`src/rtl/core/lmvs_pkg.sv`:
```
// Package for the low memory victim selector: field widths, request codes,
// controller states and the command, status and configuration structs.
// Depends on nothing; every other file of the block imports it.
package lmvs_pkg;

  localparam int unsigned PID_W       = 16;
  localparam int unsigned SCORE_W     = 11;
  localparam int unsigned SIZE_W      = 24;
  localparam int unsigned LEVEL_W     = 3;
  localparam int unsigned CFG_W       = 59;
  localparam int unsigned CFG_IDX_W   = 3;
  localparam int unsigned MAX_RESULTS = 16;

  // Reported when no level is reached or the request is not a report.
  localparam logic [LEVEL_W-1:0] NO_LEVEL = 3'd4;

  // Index of the minimum-block register on the configuration port.
  localparam logic [CFG_IDX_W-1:0] CFG_MIN_BLOCK = 3'd4;

  typedef enum logic [1:0] {
    REQ_SET    = 2'd0,
    REQ_CANCEL = 2'd1,
    REQ_REPORT = 2'd2,
    REQ_LAUNCH = 2'd3
  } lmvs_req_e;

  typedef enum logic [2:0] {
    ST_IDLE,
    ST_PREP,
    ST_SCAN,
    ST_DRAIN,
    ST_APPLY
  } lmvs_state_e;

  // Commands from the controller to the datapath.
  typedef struct packed {
    logic load;        // capture a new request
    logic pass_start;  // clear the scan accumulators, latch the level
    logic read_en;     // read the table entry at the scan address
    logic apply;       // update the table and drive one result beat
  } lmvs_cmd_t;

  // Status from the datapath to the controller.
  typedef struct packed {
    logic skip_scan;   // request needs no table scan
    logic more;        // report has further victims to emit
  } lmvs_status_t;

  typedef struct packed {
    logic                 we;
    logic [CFG_IDX_W-1:0] idx;
    logic [CFG_W-1:0]     data;
  } lmvs_cfg_wr_t;

endpackage

```
`src/rtl/core/lmvs_ctrl.sv`:
```
// Controller of the low memory victim selector: request sequencing state
// machine and the table scan address counter. Depends on lmvs_pkg.
module lmvs_ctrl import lmvs_pkg::*; #(
  parameter int unsigned TABLE_DEPTH = 16
) (
  input  logic                           clk_i,
  input  logic                           rst_ni,
  input  logic                           start_i,
  input  lmvs_status_t                   status_i,
  output lmvs_cmd_t                      cmd_o,
  output logic [$clog2(TABLE_DEPTH)-1:0] addr_o,
  output logic                           busy_o
);

  localparam int unsigned AW = $clog2(TABLE_DEPTH);
  localparam logic [AW-1:0] LAST_ADDR = AW'(TABLE_DEPTH - 1);

  lmvs_state_e   state_q, state_d;
  logic [AW-1:0] addr_q, addr_d;

  always_ff @(posedge clk_i or negedge rst_ni) begin
    if (!rst_ni) begin
      state_q <= ST_IDLE;
      addr_q  <= '0;
    end else begin
      state_q <= state_d;
      addr_q  <= addr_d;
    end
  end

  always_comb begin
    state_d = state_q;
    addr_d  = addr_q;
    cmd_o   = '0;
    busy_o  = 1'b1;
    case (state_q)
      ST_IDLE: begin
        busy_o = 1'b0;
        if (start_i) begin
          cmd_o.load = 1'b1;
          state_d    = ST_PREP;
        end
      end
      ST_PREP: begin
        cmd_o.pass_start = 1'b1;
        addr_d           = '0;
        state_d          = status_i.skip_scan ? ST_APPLY : ST_SCAN;
      end
      ST_SCAN: begin
        cmd_o.read_en = 1'b1;
        addr_d        = addr_q + AW'(1);
        if (addr_q == LAST_ADDR) begin
          state_d = ST_DRAIN;
        end
      end
      ST_DRAIN: begin
        // The last entry read is evaluated in this cycle.
        state_d = ST_APPLY;
      end
      ST_APPLY: begin
        cmd_o.apply = 1'b1;
        if (status_i.more) begin
          cmd_o.pass_start = 1'b1;
          addr_d           = '0;
          state_d          = ST_SCAN;
        end else begin
          state_d = ST_IDLE;
        end
      end
      default: begin
        state_d = ST_IDLE;
      end
    endcase
  end

  assign addr_o = addr_q;

endmodule

```
`src/rtl/core/lmvs_datapath.sv`:
```
// Datapath of the low memory victim selector: configuration registers,
// process table memory, scan evaluation and the result register.
// Depends on lmvs_pkg; driven by lmvs_ctrl.
module lmvs_datapath import lmvs_pkg::*; #(
  parameter int unsigned LEVEL_COUNT = 4,
  parameter int unsigned TABLE_DEPTH = 16
) (
  input  logic                           clk_i,
  input  logic                           rst_ni,
  input  lmvs_cfg_wr_t                   cfg_i,
  input  lmvs_cmd_t                      cmd_i,
  input  logic [$clog2(TABLE_DEPTH)-1:0] addr_i,
  output lmvs_status_t                   status_o,
  input  logic [1:0]                     req_type_i,
  input  logic [PID_W-1:0]               proc_id_i,
  input  logic signed [SCORE_W-1:0]      kill_score_i,
  input  logic [SIZE_W-1:0]              free_bytes_i,
  input  logic [SIZE_W-1:0]              largest_block_i,
  output logic                           result_valid_o,
  output logic                           victim_valid_o,
  output logic [PID_W-1:0]               victim_pid_o,
  output logic [LEVEL_W-1:0]             level_hit_o,
  output logic                           launch_ok_o,
  output logic                           res_status_o,
  output logic                           last_o
);

  localparam int unsigned AW = $clog2(TABLE_DEPTH);
  localparam int unsigned CW = $clog2(TABLE_DEPTH + 1);
  localparam int unsigned NW = $clog2(MAX_RESULTS + 1);

  // Configuration.
  logic [CFG_W-1:0]  lvl_cfg_q [LEVEL_COUNT];
  logic [SIZE_W-1:0] min_block_q;

  // Request.
  lmvs_req_e                req_q;
  logic [PID_W-1:0]         pid_q;
  logic signed [SCORE_W-1:0] score_q;
  logic [SIZE_W-1:0]        free_q;
  logic [SIZE_W-1:0]        block_q;
  logic [LEVEL_W-1:0]       lvl_hit_q;
  logic signed [SCORE_W-1:0] limit_q;
  logic [NW-1:0]            n_q;

  // Table.
  logic [TABLE_DEPTH-1:0]    valid_q;
  logic [PID_W-1:0]          pid_mem   [TABLE_DEPTH];
  logic [SCORE_W-1:0]        score_mem [TABLE_DEPTH];
  logic                      rd_en_q;
  logic [AW-1:0]             rd_idx_q;
  logic [PID_W-1:0]          rd_pid_q;
  logic signed [SCORE_W-1:0] rd_score_q;

  // Scan accumulators.
  logic          match_found_q, free_found_q, best_found_q;
  logic [AW-1:0] match_idx_q, free_idx_q, best_idx_q;
  logic [PID_W-1:0] best_pid_q;
  logic [CW-1:0] cnt_q;

  // Result register.
  logic               res_valid_q;
  logic               res_victim_q;
  logic [PID_W-1:0]   res_pid_q;
  logic [LEVEL_W-1:0] res_level_q;
  logic               res_ok_q;
  logic               res_full_q;
  logic               res_last_q;

  logic                      lvl_hit;
  logic [LEVEL_W-1:0]        lvl_idx;
  logic signed [SCORE_W-1:0] lvl_limit;
  logic                      samp_v, is_match, is_free, is_cand, is_better;
  logic                      slot_ok;
  logic [AW-1:0]             slot_idx;
  logic                      more;

  // First level whose free or block limit is reached.
  always_comb begin
    lvl_hit   = 1'b0;
    lvl_idx   = NO_LEVEL;
    lvl_limit = '0;
    for (int i = LEVEL_COUNT - 1; i >= 0; i--) begin
      if (free_q <= lvl_cfg_q[i][SIZE_W-1:0] ||
          block_q <= lvl_cfg_q[i][2*SIZE_W-1:SIZE_W]) begin
        lvl_hit   = 1'b1;
        lvl_idx   = LEVEL_W'(i);
        lvl_limit = lvl_cfg_q[i][CFG_W-1:2*SIZE_W];
      end
    end
  end

  assign samp_v    = valid_q[rd_idx_q];
  assign is_match  = samp_v && (rd_pid_q == pid_q);
  assign is_free   = !samp_v;
  assign is_cand   = samp_v && (rd_score_q >= limit_q);
  assign is_better = is_cand && (!best_found_q || rd_pid_q < best_pid_q);

  assign slot_ok  = match_found_q || free_found_q;
  assign slot_idx = match_found_q ? match_idx_q : free_idx_q;

  // Another victim follows if more than one candidate remained in this pass
  // and the per-report limit is not reached.
  assign more = (req_q == REQ_REPORT) && best_found_q && (cnt_q > CW'(1)) &&
                (n_q < NW'(MAX_RESULTS - 1));

  assign status_o.skip_scan = (req_q == REQ_LAUNCH) ||
                              ((req_q == REQ_REPORT) && !lvl_hit);
  assign status_o.more      = more;

  always_ff @(posedge clk_i or negedge rst_ni) begin
    if (!rst_ni) begin
      for (int i = 0; i < LEVEL_COUNT; i++) begin
        lvl_cfg_q[i] <= '0;
      end
      min_block_q <= '0;
    end else if (cfg_i.we) begin
      for (int i = 0; i < LEVEL_COUNT; i++) begin
        if (cfg_i.idx == CFG_IDX_W'(i)) begin
          lvl_cfg_q[i] <= cfg_i.data;
        end
      end
      if (cfg_i.idx == CFG_MIN_BLOCK) begin
        min_block_q <= cfg_i.data[SIZE_W-1:0];
      end
    end
  end

  // Request payload and pass constants.
  always_ff @(posedge clk_i) begin
    if (cmd_i.load) begin
      req_q   <= lmvs_req_e'(req_type_i);
      pid_q   <= proc_id_i;
      score_q <= kill_score_i;
      free_q  <= free_bytes_i;
      block_q <= largest_block_i;
    end
    if (cmd_i.pass_start) begin
      lvl_hit_q <= lvl_idx;
      limit_q   <= lvl_limit;
    end
  end

  // Table memory: one read and one write port, read data registered.
  always_ff @(posedge clk_i) begin
    if (cmd_i.apply && req_q == REQ_SET && slot_ok) begin
      pid_mem[slot_idx]   <= pid_q;
      score_mem[slot_idx] <= score_q;
    end
    if (cmd_i.read_en) begin
      rd_pid_q   <= pid_mem[addr_i];
      rd_score_q <= score_mem[addr_i];
      rd_idx_q   <= addr_i;
    end
  end

  always_ff @(posedge clk_i or negedge rst_ni) begin
    if (!rst_ni) begin
      valid_q       <= '0;
      rd_en_q       <= 1'b0;
      match_found_q <= 1'b0;
      free_found_q  <= 1'b0;
      best_found_q  <= 1'b0;
      cnt_q         <= '0;
      n_q           <= '0;
      res_valid_q   <= 1'b0;
    end else begin
      rd_en_q     <= cmd_i.read_en;
      res_valid_q <= cmd_i.apply;
      if (cmd_i.load) begin
        n_q <= '0;
      end
      if (cmd_i.apply) begin
        case (req_q)
          REQ_SET: begin
            if (slot_ok) begin
              valid_q[slot_idx] <= 1'b1;
            end
          end
          REQ_CANCEL: begin
            if (match_found_q) begin
              valid_q[match_idx_q] <= 1'b0;
            end
          end
          REQ_REPORT: begin
            if (best_found_q) begin
              valid_q[best_idx_q] <= 1'b0;
              n_q                 <= n_q + NW'(1);
            end
          end
          default: begin
          end
        endcase
      end
      if (cmd_i.pass_start) begin
        match_found_q <= 1'b0;
        free_found_q  <= 1'b0;
        best_found_q  <= 1'b0;
        cnt_q         <= '0;
      end else if (rd_en_q) begin
        if (is_match) begin
          match_found_q <= 1'b1;
        end
        if (is_free && !free_found_q) begin
          free_found_q <= 1'b1;
        end
        if (is_better) begin
          best_found_q <= 1'b1;
        end
        if (is_cand) begin
          cnt_q <= cnt_q + CW'(1);
        end
      end
    end
  end

  // Scan accumulator payload.
  always_ff @(posedge clk_i) begin
    if (rd_en_q && !cmd_i.pass_start) begin
      if (is_match) begin
        match_idx_q <= rd_idx_q;
      end
      if (is_free && !free_found_q) begin
        free_idx_q <= rd_idx_q;
      end
      if (is_better) begin
        best_idx_q <= rd_idx_q;
        best_pid_q <= rd_pid_q;
      end
    end
  end

  // Result beat payload.
  always_ff @(posedge clk_i) begin
    if (cmd_i.apply) begin
      res_victim_q <= 1'b0;
      res_pid_q    <= '0;
      res_level_q  <= NO_LEVEL;
      res_ok_q     <= 1'b0;
      res_full_q   <= 1'b0;
      res_last_q   <= 1'b1;
      case (req_q)
        REQ_SET: begin
          res_full_q <= !slot_ok;
        end
        REQ_LAUNCH: begin
          res_ok_q <= (block_q >= min_block_q);
        end
        REQ_REPORT: begin
          res_level_q <= lvl_hit_q;
          if (best_found_q) begin
            res_victim_q <= 1'b1;
            res_pid_q    <= best_pid_q;
            res_last_q   <= !more;
          end
        end
        default: begin
        end
      endcase
    end
  end

  assign result_valid_o = res_valid_q;
  assign victim_valid_o = res_victim_q;
  assign victim_pid_o   = res_pid_q;
  assign level_hit_o    = res_level_q;
  assign launch_ok_o    = res_ok_q;
  assign res_status_o   = res_full_q;
  assign last_o         = res_last_q;

endmodule

```
`src/rtl/core/low_memory_victim_selector_unit.sv`:
```
// Top level of the low memory victim selector: joins the controller and the
// datapath. Depends on lmvs_pkg, lmvs_ctrl and lmvs_datapath.
//
//   Channel   Handshake                       Payload
//   request   start_i accepted when !busy_o   req_type_i, proc_id_i,
//                                             kill_score_i, free_bytes_i,
//                                             largest_block_i
//   result    result_valid_o, one cycle       victim_valid_o, victim_pid_o,
//                                             level_hit_o, launch_ok_o,
//                                             status_o, last_o
//   config    cfg_we_i, no wait               cfg_idx_i, cfg_data_i
//
// A set or cancel request scans the whole table through its single read
// port before its result beat appears. A launch check, or a report that
// reaches no level, skips the scan. A report repeats one full table scan
// per victim, with one result beat per scan; busy_o falls in the cycle of
// the final beat. Reset empties the table at once through its valid
// flip-flops and clears all configuration registers. The receiver cannot
// stall, so every result beat is presented for exactly one cycle.
module low_memory_victim_selector_unit import lmvs_pkg::*; #(
  parameter int unsigned LEVEL_COUNT = 4,
  parameter int unsigned TABLE_DEPTH = 16
) (
  input  logic                      clk_i,
  input  logic                      rst_ni,
  input  logic                      start_i,
  output logic                      busy_o,
  input  logic [1:0]                req_type_i,
  input  logic [PID_W-1:0]          proc_id_i,
  input  logic signed [SCORE_W-1:0] kill_score_i,
  input  logic [SIZE_W-1:0]         free_bytes_i,
  input  logic [SIZE_W-1:0]         largest_block_i,
  output logic                      result_valid_o,
  output logic                      victim_valid_o,
  output logic [PID_W-1:0]          victim_pid_o,
  output logic [LEVEL_W-1:0]        level_hit_o,
  output logic                      launch_ok_o,
  output logic                      status_o,
  output logic                      last_o,
  input  logic                      cfg_we_i,
  input  logic [CFG_IDX_W-1:0]      cfg_idx_i,
  input  logic [CFG_W-1:0]          cfg_data_i
);

  localparam int unsigned AW = $clog2(TABLE_DEPTH);

  lmvs_cmd_t     cmd;
  lmvs_status_t  dp_status;
  lmvs_cfg_wr_t  cfg_wr;
  logic [AW-1:0] scan_addr;

  // Configuration writes go unchecked to the datapath; the user must issue
  // them only while the block is idle, so no scan sees a half-changed level.
  assign cfg_wr.we   = cfg_we_i;
  assign cfg_wr.idx  = cfg_idx_i;
  assign cfg_wr.data = cfg_data_i;

  lmvs_ctrl #(
    .TABLE_DEPTH(TABLE_DEPTH)
  ) u_ctrl (
    .clk_i   (clk_i),
    .rst_ni  (rst_ni),
    .start_i (start_i),
    .status_i(dp_status),
    .cmd_o   (cmd),
    .addr_o  (scan_addr),
    .busy_o  (busy_o)
  );

  // The datapath holds the table; victims are found by a minimum-pid search
  // over one full scan, so they leave in ascending pid order.
  lmvs_datapath #(
    .LEVEL_COUNT(LEVEL_COUNT),
    .TABLE_DEPTH(TABLE_DEPTH)
  ) u_datapath (
    .clk_i          (clk_i),
    .rst_ni         (rst_ni),
    .cfg_i          (cfg_wr),
    .cmd_i          (cmd),
    .addr_i         (scan_addr),
    .status_o       (dp_status),
    .req_type_i     (req_type_i),
    .proc_id_i      (proc_id_i),
    .kill_score_i   (kill_score_i),
    .free_bytes_i   (free_bytes_i),
    .largest_block_i(largest_block_i),
    .result_valid_o (result_valid_o),
    .victim_valid_o (victim_valid_o),
    .victim_pid_o   (victim_pid_o),
    .level_hit_o    (level_hit_o),
    .launch_ok_o    (launch_ok_o),
    .res_status_o   (status_o),
    .last_o         (last_o)
  );

endmodule

```
`config.mk`:
```
export PLATFORM = sky130hd
export DESIGN_NAME = low_memory_victim_selector_unit
export DESIGN_NICKNAME = d
export VERILOG_FILES = /design/src/rtl/core/lmvs_pkg.sv /design/src/rtl/core/lmvs_ctrl.sv /design/src/rtl/core/lmvs_datapath.sv /design/src/rtl/core/low_memory_victim_selector_unit.sv
export SDC_FILE = /design/constraint.sdc
export NUM_CORES = 1
export LEC_CHECK = 0
export BUFFER_PORTS_ARGS = -buffer_cell sky130_fd_sc_hd__buf_2
export CAP_MARGIN = 20
export CORE_ASPECT_RATIO = 1.25
export CORE_MARGIN = 2
export CORE_UTILIZATION = 31
export CTS_BUF_LIST = sky130_fd_sc_hd__clkbuf_4
export DETAILED_ROUTE_END_ITERATION = 10
export GPL_TIMING_DRIVEN = 0
export PLACE_DENSITY_LB_ADDON = 0.08
export RECOVER_POWER = 25
export SLEW_MARGIN = 20
export SYNTH_ARGS = -nofsm -noshare
export SYNTH_HDL_FRONTEND = slang
export SYNTH_HIERARCHICAL = 1
export SYNTH_SLANG_ARGS = --single-unit
```
`constraint.sdc`:
```
create_clock -name clk_i -period 6.8 [get_ports clk_i]
set_input_delay 0 -clock clk_i [delete_from_list [all_inputs] [get_ports clk_i]]
set_output_delay 0 -clock clk_i [all_outputs]
set_load 0.03 [all_outputs]
```
==> metrics.md, run 1 <==
| Metric | Value |
|---|---|
| Status | `complete, but fails checks` |
| Failing checks | `capacitance limit, slew limit` |
| Core box area | `0.127 mm2` |
| Syn Std Cell Area | `0.0397 mm2` |
| Antenna Nets Post-Route | `0` |
| TritonCTS clock tree | `built` |
| Die area | `0.131 mm2` |
| Clk buf depth | `3` |
| Hold buffers post-CTS | `361` |
| CP top delay family | `buffers and inverters` |
| Slowest stage delay, CP | `3.18 ns` |
| Final Hold Viols | `0` |
| RSZ-0062 raised after global routing | `no` |
| Sw Ratio | `0.318` |
| WP data arrival | `5.14 ns` |
| Crit. End Element | `asynchronous set/reset pin` |
| Adder-Cell Fraction of Synth Area | `0.0787` |
| Cell variety after synth | `71` |
| Critical Path, Cell by Cell | `dlygate4sd3_1 -> dlygate4sd3_1 -> dlygate4sd3_1 -> clkdlybuf4s25_1 -> clkbuf_1` |
| DRC violations left | `0` |
| Final Max Slew Viols | `75` |
| # fillers | `12000` |
| Post-synthesis mux area share | `0.107` |
| Mean Syn Cell Area | `14.5 um2` |
| CTS root buffer | `clkbuf_4` |
| Vias in the first global route | `28300` |
| Synth Area in Simple Gates | `0.0616` |
| Synth-to-Final Area Change | `27.1%` |
| Vias per cell | `4.81` |
| P_int | `11200 uW` |
| Compound-Gate Fraction of Synth Area | `0.0699` |
| Final setup margin | `1.82 ns` |
| EDFF count, synth | `605` |
| Post-synthesis async set-or-reset flop share | `0.330` |
| CP Class | `in -> async` |
| Non-filler instance count after layout | `5448` |
| DRT Pass-1 Iters | `5` |
| Max-Cap Viols | `1` |
| Total CTS buffers | `239` |
| Starting Density | `0.313` |
| Skew-Pair Late Insertion Delay | `1.18 ns` |
| Total gr overflow | `0` |
| Post-synthesis sequential area ratio | `0.645` |
| Setup bufs post-CTS | `0` |
| Die span in y | `404 um` |
| Hold Crit Class | `in -> reg` |
| Leak | `0.0197 uW` |
| Period minus WS final | `4.98 ns` |
| Detailed-route via count | `26200` |
| Top cell by count, worst path | `dlygate4sd3_1` |
| Clock sink count | `903` |
| Routability cong. | `0.805` |
| Final hold slack | `0.207 ns` |
| First-pass GRT wire length | `180 mm` |
| Final setup violation count | `0` |
| Peak supply drop | `212 uV` |
| Ys Warns | `6` |
| I/O pins | `168` |
| Register area | `0.0256 mm2` |
| Slowest stage cell, crit path | `clkbuf_1` |
| Power per Cell Area | `325 mW/mm2` |
| Sequential power share | `0.445` |
| Antenna violations before repair | `7` |
| GRT Util Overall | `0.191` |
| Slew margin rel. | `-2.05` |
| WP data required | `6.96 ns` |
| Total Routed Length | `124 mm` |
| H-tree depth | `4` |
| Worst-margin pin slew | `4.58 ns` |
| CP bufs+invs | `5` |
| WL per Instance | `22.7 um` |
| Clock transition at the registers of the reported paths | `0.06 ns` |
| Placed Area | `0.0438 mm2` |
| Post-route cell area | `0.0505 mm2` |
| Largest net degree at the start of global routing | `84` |
| XOR/XNOR share of the synthesized area | `0.00397` |
| Top_reg_cell synth | `edfxtp_1` |
| Chip width | `324 um` |
| Syn_nets | `3128` |
| Clock Power Share | `0.295` |
| Setup slack at placement | `1.99 ns` |
| Crit Path Max Fanout | `76` |
| Area of the multi-input gates | `0.0130 mm2` |
| Cells after Synth | `2735` |
| Combinational power share | `0.261` |
| Fmax | `0.201 GHz` |
| Layout cells sized above 1 | `0.234` |
| Post-DP HPWL | `85.5 mm` |
| Main combinational cell family by area after synthesis | `multiplexers` |
| Cells after DPL | `4651` |
| Max Clock Skew | `0.0832 ns` |
| Initial DRC count | `1595` |
| Synth Register Bits | `903` |
| FP Rows | `146` |
| PostCTS Resize Cnt | `0` |
| Net count, final | `3944` |
| Fin crit share | `0.733` |
| Sw Pwr | `5220 uW` |
| Startpoint class of the critical path | `primary input` |
| PortBufs | `167` |
==> worst reg2reg max path, cell delays in order (launching register included) <==
cell and delay, ns:
edfxtp_1 0.41, inv_1 0.11, ha_1 0.33, clkbuf_1 0.47, nand2_1 0.46, a211oi_1 0.66
o41ai_2 0.20, inv_1 0.09, buf_4 0.11, nand3b_1 0.12, a21oi_4 0.65, inv_1 0.21
o21ai_0 0.27, a211oi_4 0.21, buf_6 0.22
==> stage by stage <==
stage | power (uW) | setup TNS [ns] | utilization
2_1_floorplan | 9920 | 0 | -
3_3_place_gp | 11400 | -1266.79 | 0.336
3_5_place_dp | 11600 | 0 | 0.345
4_1_cts | 16800 | 0 | 0.398
5_1_grt | 17500 | 0 | 0.398
6_report | 16400 | 0 | 0.398
==> cell type report <==
cell class / count / area share
clock inverters: 71 / 0.00745
inverters: 256 / 0.0190
repair buffers: 575 / 0.106
diodes: 3 / 0.000149
plain buffers: 94 / 0.00775
multi-input cells: 1482 / 0.257
well taps: 1702 / 0.0421
flip-flops and latches: 903 / 0.507
clock buffers: 362 / 0.0538
==> synthesized netlist by cell type (3+ instances only) <==
library cell | n | area share
a211oi_1 | 10 | 0.0019
a21boi_0 | 3 | 0.00057
a21o_1 | 33 | 0.0062
a21oi_1 | 100 | 0.013
a221o_1 | 14 | 0.0035
a31oi_1 | 12 | 0.0019
a32o_1 | 12 | 0.0030
a32oi_1 | 3 | 0.00066
and2_1 | 4 | 0.00063
and3_1 | 18 | 0.0028
buf_1 | 17 | 0.0016
buf_2 | 6 | 0.00076
clkbuf_1 | 68 | 0.0064
dfrtp_1 | 298 | 0.19
edfxtp_1 | 605 | 0.46
ha_1 | 250 | 0.079
inv_1 | 255 | 0.024
mux2_2 | 99 | 0.028
mux4_2 | 140 | 0.079
nand2_1 | 216 | 0.020
nand2b_1 | 21 | 0.0033
nand3_1 | 26 | 0.0033
nand3b_1 | 3 | 0.00057
nand4_1 | 48 | 0.0076
nor2_1 | 98 | 0.0093
nor2b_1 | 17 | 0.0027
nor3_1 | 16 | 0.0020
nor3b_1 | 16 | 0.0030
nor4_1 | 13 | 0.0020
o211ai_1 | 7 | 0.0013
o21a_1 | 7 | 0.0013
o21ai_0 | 207 | 0.026
o21bai_1 | 3 | 0.00057
o22ai_1 | 9 | 0.0014
o31ai_1 | 4 | 0.00076
o32ai_1 | 8 | 0.0018
or3_1 | 9 | 0.0014
xor2_1 | 16 | 0.0035
==> placed cells by master (no fill, tap or decap), drive strengths merged, types with 99 or more instances in the layout <==
cell / Yosys / final
a21oi: 101 / 101
buf: 26 / 225
clkbuf: 68 / 445
dfrtp: 298 / 298
dlygate4sd3: 0 / 360
edfxtp: 605 / 605
ha: 250 / 250
inv: 256 / 263
mux2: 99 / 99
mux4: 140 / 140
nand2: 216 / 216
o21ai: 208 / 208
==> final timing paths <==
check	from	end	slack, ns	cells after the start
setup / recovery	rst_ni	u_datapath/lvl_cfg_q[173]	1.82	5
hold / removal	proc_id_i[0]	u_datapath/pid_q[0]	0.21	3
setup reg to reg	u_datapath/req_q[0]	u_datapath/best_pid_q[5]	2.07	14
hold reg to reg	u_datapath/n_q[4]	u_datapath/n_q[4]	0.48	1
max in group clk_i	u_datapath/req_q[0]	u_datapath/best_pid_q[5]	2.07	14
min in group asynchronous	rst_ni	u_datapath/lvl_cfg_q[14]	2.36	5
==> sequential cells by signal, indices dropped and copies added, names as in the netlist, 4 cells and up <==
name and flops:
u_datapath/limit_q 11, u_datapath/rd_pid_q 16, u_datapath/score_q 11, u_datapath/best_pid_q 16
u_datapath/rd_score_q 11, u_datapath/match_idx_q 4, u_datapath/score_mem 176, u_datapath/block_q 24
u_datapath/victim_pid_o 16, u_datapath/lvl_cfg_q 236, u_datapath/free_q 24, u_datapath/rd_idx_q 4
u_datapath/cnt_q 5, u_datapath/pid_q 16, u_ctrl/addr_o 4, u_datapath/valid_q 16
u_datapath/min_block_q 24, u_datapath/best_idx_q 4, u_datapath/n_q 5, u_datapath/free_idx_q 4
u_datapath/pid_mem 256
==> power groups by stage <==
stage / Sequential, uW / Combinational [uW] / Clock, uW
after floorplan: 7190 / 2730 / 0
after global placement: 7430 / 4000 / 0
after detailed placement: 7410 / 4180 / 0
final: 7290 / 4270 / 4830
after global routing: 7380 / 4740 / 5350
after CTS: 7300 / 4370 / 5080
==> kinds of logic (layout without fill, tap and decap cells) <==
| group | after synthesis | count (layout) |
|---|---|---|
| AND/OR/NAND/NOR | 517 | 517 |
| AO/OA/AOI/OAI | 458 | 458 |
| other | 0 | 3 |
| buffers and inverters | 350 | 1358 |
| multiplexers | 239 | 239 |
| flip-flops | 903 | 903 |
| adder cells (fa/ha/maj) | 250 | 250 |
| XOR/XNOR | 18 | 18 |
==> layer usage <==
metal  vias to the layer above  track usage  share of wire
li1                      12100            -              -
met1                     13300        0.218           0.40
met2                       646        0.349           0.53
met3                       221       0.0368          0.043
met4                         6       0.0729          0.030
met5                         -            0        0.00034
(Power assumes the default switching activity.)
==> inputs of run 2 (changes only) <==
Clock period 6.8 ns to 4.4 ns, I/O delays scaled along.
==> metrics.md, run 2 (synthesis results as in run 1) <==
| Metric | Value |
|---|---|
| Clock sink count | `903 (unchanged)` |
| Clock transition at the registers of the reported paths | `0.07 ns (was 0.06 ns)` |
| Final Hold Viols | `0 (unchanged)` |
| Largest net degree at the start of global routing | `92 (was 84)` |
| Post-DP HPWL | `86.6 mm (was 85.5 mm)` |
| H-tree depth | `4 (unchanged)` |
| Reg2Reg Launch Point | `u_datapath/free_q[21] (was u_datapath/req_q[0])` |
| Hold path endpoint | `u_datapath/block_q[21] (was u_datapath/pid_q[0])` |
| I/O pins | `168 (unchanged)` |
| WL per Instance | `22.7 um (about the same)` |
| Commonest cells after routing, fill and taps aside | `edfxtp_1 (605), dlygate4sd3_1 (362), clkbuf_4 (345) (was edfxtp_1 (605), clkbuf_4 (362), dlygate4sd3_1 (360))` |
| Max FFs per register | `256 (unchanged)` |
| PortBufs | `167 (unchanged)` |
| Total Routed Length | `124 mm (about the same)` |
| FP Rows | `146 (unchanged)` |
| Chip width | `324 um (unchanged)` |
| Final setup TNS | `0 ns (unchanged)` |
| TritonCTS clock tree | `built (unchanged)` |
| Biggest regs | `u_datapath/pid_mem x256, u_datapath/lvl_cfg_q x236, u_datapath/score_mem x176 (unchanged)` |
| Final Core Density | `0.399 (was 0.398)` |
| Reg2reg end | `u_datapath/limit_q[8] (was u_datapath/best_pid_q[5])` |
| Slowest stage cell, crit path | `nor4_1 (was clkbuf_1)` |
| Setup bufs post-CTS | `0 (unchanged)` |
| Reg2reg path depth | `8 (was 14)` |
| GRT Util Overall | `0.191 (about the same)` |
| Most flops, register | `u_datapath/pid_mem (unchanged)` |
| Startpoint class of the critical path | `register (was primary input)` |
| Power per Cell Area | `500 mW/mm2 (was 325 mW/mm2)` |
| Total gr overflow | `0 (unchanged)` |
| Worst-margin pin slew | `1.77 ns (was 4.58 ns)` |
| Placed Area | `0.0440 mm2 (was 0.0438 mm2)` |
| CP bufs+invs | `1 (was 5)` |
| R2R Setup Slk | `0.11 ns (was 2.07 ns)` |
| Vias per cell | `4.81 (about the same)` |
| Period minus WS final | `4.29 ns` |
| Die span in y | `404 um (unchanged)` |
| Initial DRC count | `1559 (was 1595)` |
| Critical Path, Cell by Cell | `ha_1 -> nand4_1 -> nor4_1 -> o31ai_1 -> o2111ai_1 -> nand3_1 -> clkbuf_1 -> a221o_1 (was dlygate4sd3_1 -> dlygate4sd3_1 -> dlygate4sd3_1 -> clkdlybuf4s25_1 -> clkbuf_1)` |
| Final setup violation count | `0 (unchanged)` |
| Max Clock Skew | `0.0760 ns (was 0.0832 ns)` |
| Total CTS buffers | `241 (was 239)` |
| RSZ-0062 raised after global routing | `no (unchanged)` |
| Leak | `0.0198 uW (was 0.0197 uW)` |
| CP top delay family | `simple AND/OR/NAND/NOR gates (was buffers and inverters)` |
| Status | `complete, but fails checks (unchanged)` |
| Net count, final | `3951 (was 3944)` |
| Antenna violations before repair | `5 (was 7)` |
| Die area | `0.131 mm2 (unchanged)` |
| Hold Crit Class | `in -> reg (unchanged)` |
| Most common cell after layout, fill and taps aside | `edfxtp_1 (unchanged)` |
| Routability cong. | `0.814 (was 0.805)` |
| Failing checks | `capacitance limit, slew limit (unchanged)` |
| Vias in the first global route | `28300 (about the same)` |
| WP data arrival | `5.17 ns (was 5.14 ns)` |
| Hold Startpoint | `largest_block_i[21] (was proc_id_i[0])` |
| WP data required | `5.28 ns (was 6.96 ns)` |
| DRC violations left | `0 (unchanged)` |
| CP Class | `reg -> reg (was in -> async)` |
| Levels on crit path | `8 (was 5)` |
| Crit. End Element | `register (was asynchronous set/reset pin)` |
| Post-route cell area | `0.0507 mm2 (was 0.0505 mm2)` |
| Antenna Nets Post-Route | `0 (unchanged)` |
| Peak supply drop | `241 uV (was 212 uV)` |
| Clk buf depth | `3 (unchanged)` |
| Layout cells sized above 1 | `0.233 (was 0.234)` |
| Final Max Slew Viols | `63 (was 75)` |
| DRT Pass-1 Iters | `5 (unchanged)` |
| Hold Crit Depth | `3 (unchanged)` |
| Fin crit share | `0.976` |
| Max-Cap Viols | `1 (unchanged)` |
| Skew-Pair Late Insertion Delay | `1.19 ns (was 1.18 ns)` |
| Starting Density | `0.313 (unchanged)` |
| First-pass GRT wire length | `181 mm (was 180 mm)` |
| CTS root buffer | `clkbuf_4 (unchanged)` |
| Pwr Total | `25400 uW (was 16400 uW)` |
| Detailed-route via count | `26300 (was 26200)` |
| Synth-to-Final Area Change | `27.6% (was 27.1%)` |
| Slew margin rel. | `-0.177 (was -2.05)` |
| Fmax | `0.233 GHz` |
| Crit Path Max Fanout | `10 (was 76)` |
| Core box area | `0.127 mm2 (unchanged)` |
| Slowest stage delay, CP | `1.09 ns (was 3.18 ns)` |
[run 2: area by class of cell]
cell class                      instances  area [um2]
Antenna cell                            3        7.51
Fill cell                           12000       76200
Tap cell                             1702        2130
Inverter                              256         961
Clock buffer                          345        2590
Multi-Input combinational cell       1483       13000
Clock inverter                         90         469
Sequential cell                       903       25600
Timing Repair Buffer                  579        5510
Buffer                                 94         394
[run 2: worst max-delay path by stage]
| stage | from | endpoint |
|---|---|---|
| 5_1_grt | u_datapath/block_q[18] | u_datapath/limit_q[4] |
| 2_1_floorplan | u_datapath/req_q[0] | u_datapath/best_idx_q[0] |
| 4_1_cts | u_datapath/block_q[18] | u_ctrl/state_q[1] |
| 3_5_place_dp | u_datapath/req_q[0] | u_datapath/best_pid_q[8] |
| 6_report | u_datapath/free_q[21] | u_datapath/limit_q[8] |
| 3_3_place_gp | u_ctrl/state_q[0] | u_datapath/score_mem[12][9] |
[run 2: where the power goes]
part           leakage (uW)  internal (uW)  switching (uW)  total (uW)
Combinational       0.00881           3020            3660        6690
Sequential          0.00915          10400             857       11300
Clock               0.00181           3780            3640        7420
Total                0.0198          17200            8160       25400
[run 2: routing by layer]
| layer | up-vias | GRT usage | part of all wire |
|---|---|---|---|
| li1 | 12100 | - | - |
| met1 | 13300 | 0.221 | 0.40 |
| met2 | 619 | 0.345 | 0.52 |
| met3 | 216 | 0.0375 | 0.041 |
| met4 | 6 | 0.0742 | 0.032 |
| met5 | - | 0 | 0.00038 |
[run 2: through the flow]
step                setup WS (ns)  cells  hold slack (ns)
floorplan                   0.305   2735           -0.296
global placement            -2.92   4604            0.176
detailed placement         -0.424   4652           0.0615
CTS                        0.0853   5451           0.0111
global route               0.0361   5454            0.126
finish                      0.106   5455            0.249
[run 2: what timing repair did]
action / in CTS / in global routing
gates resized for setup: 3 / 3
pin swaps: 1 / 0
hold buffers: 363 / 0
gates cloned: 1 / 0
setup endpoints to repair: 37 / 10
endpoints found under the hold margin: 658 / 0
[run 2: worst min-delay path: stages]
cell and delay, ns:
dlygate4sd3_1 0.53, clkbuf_1 0.15, dlygate4sd3_1 0.62
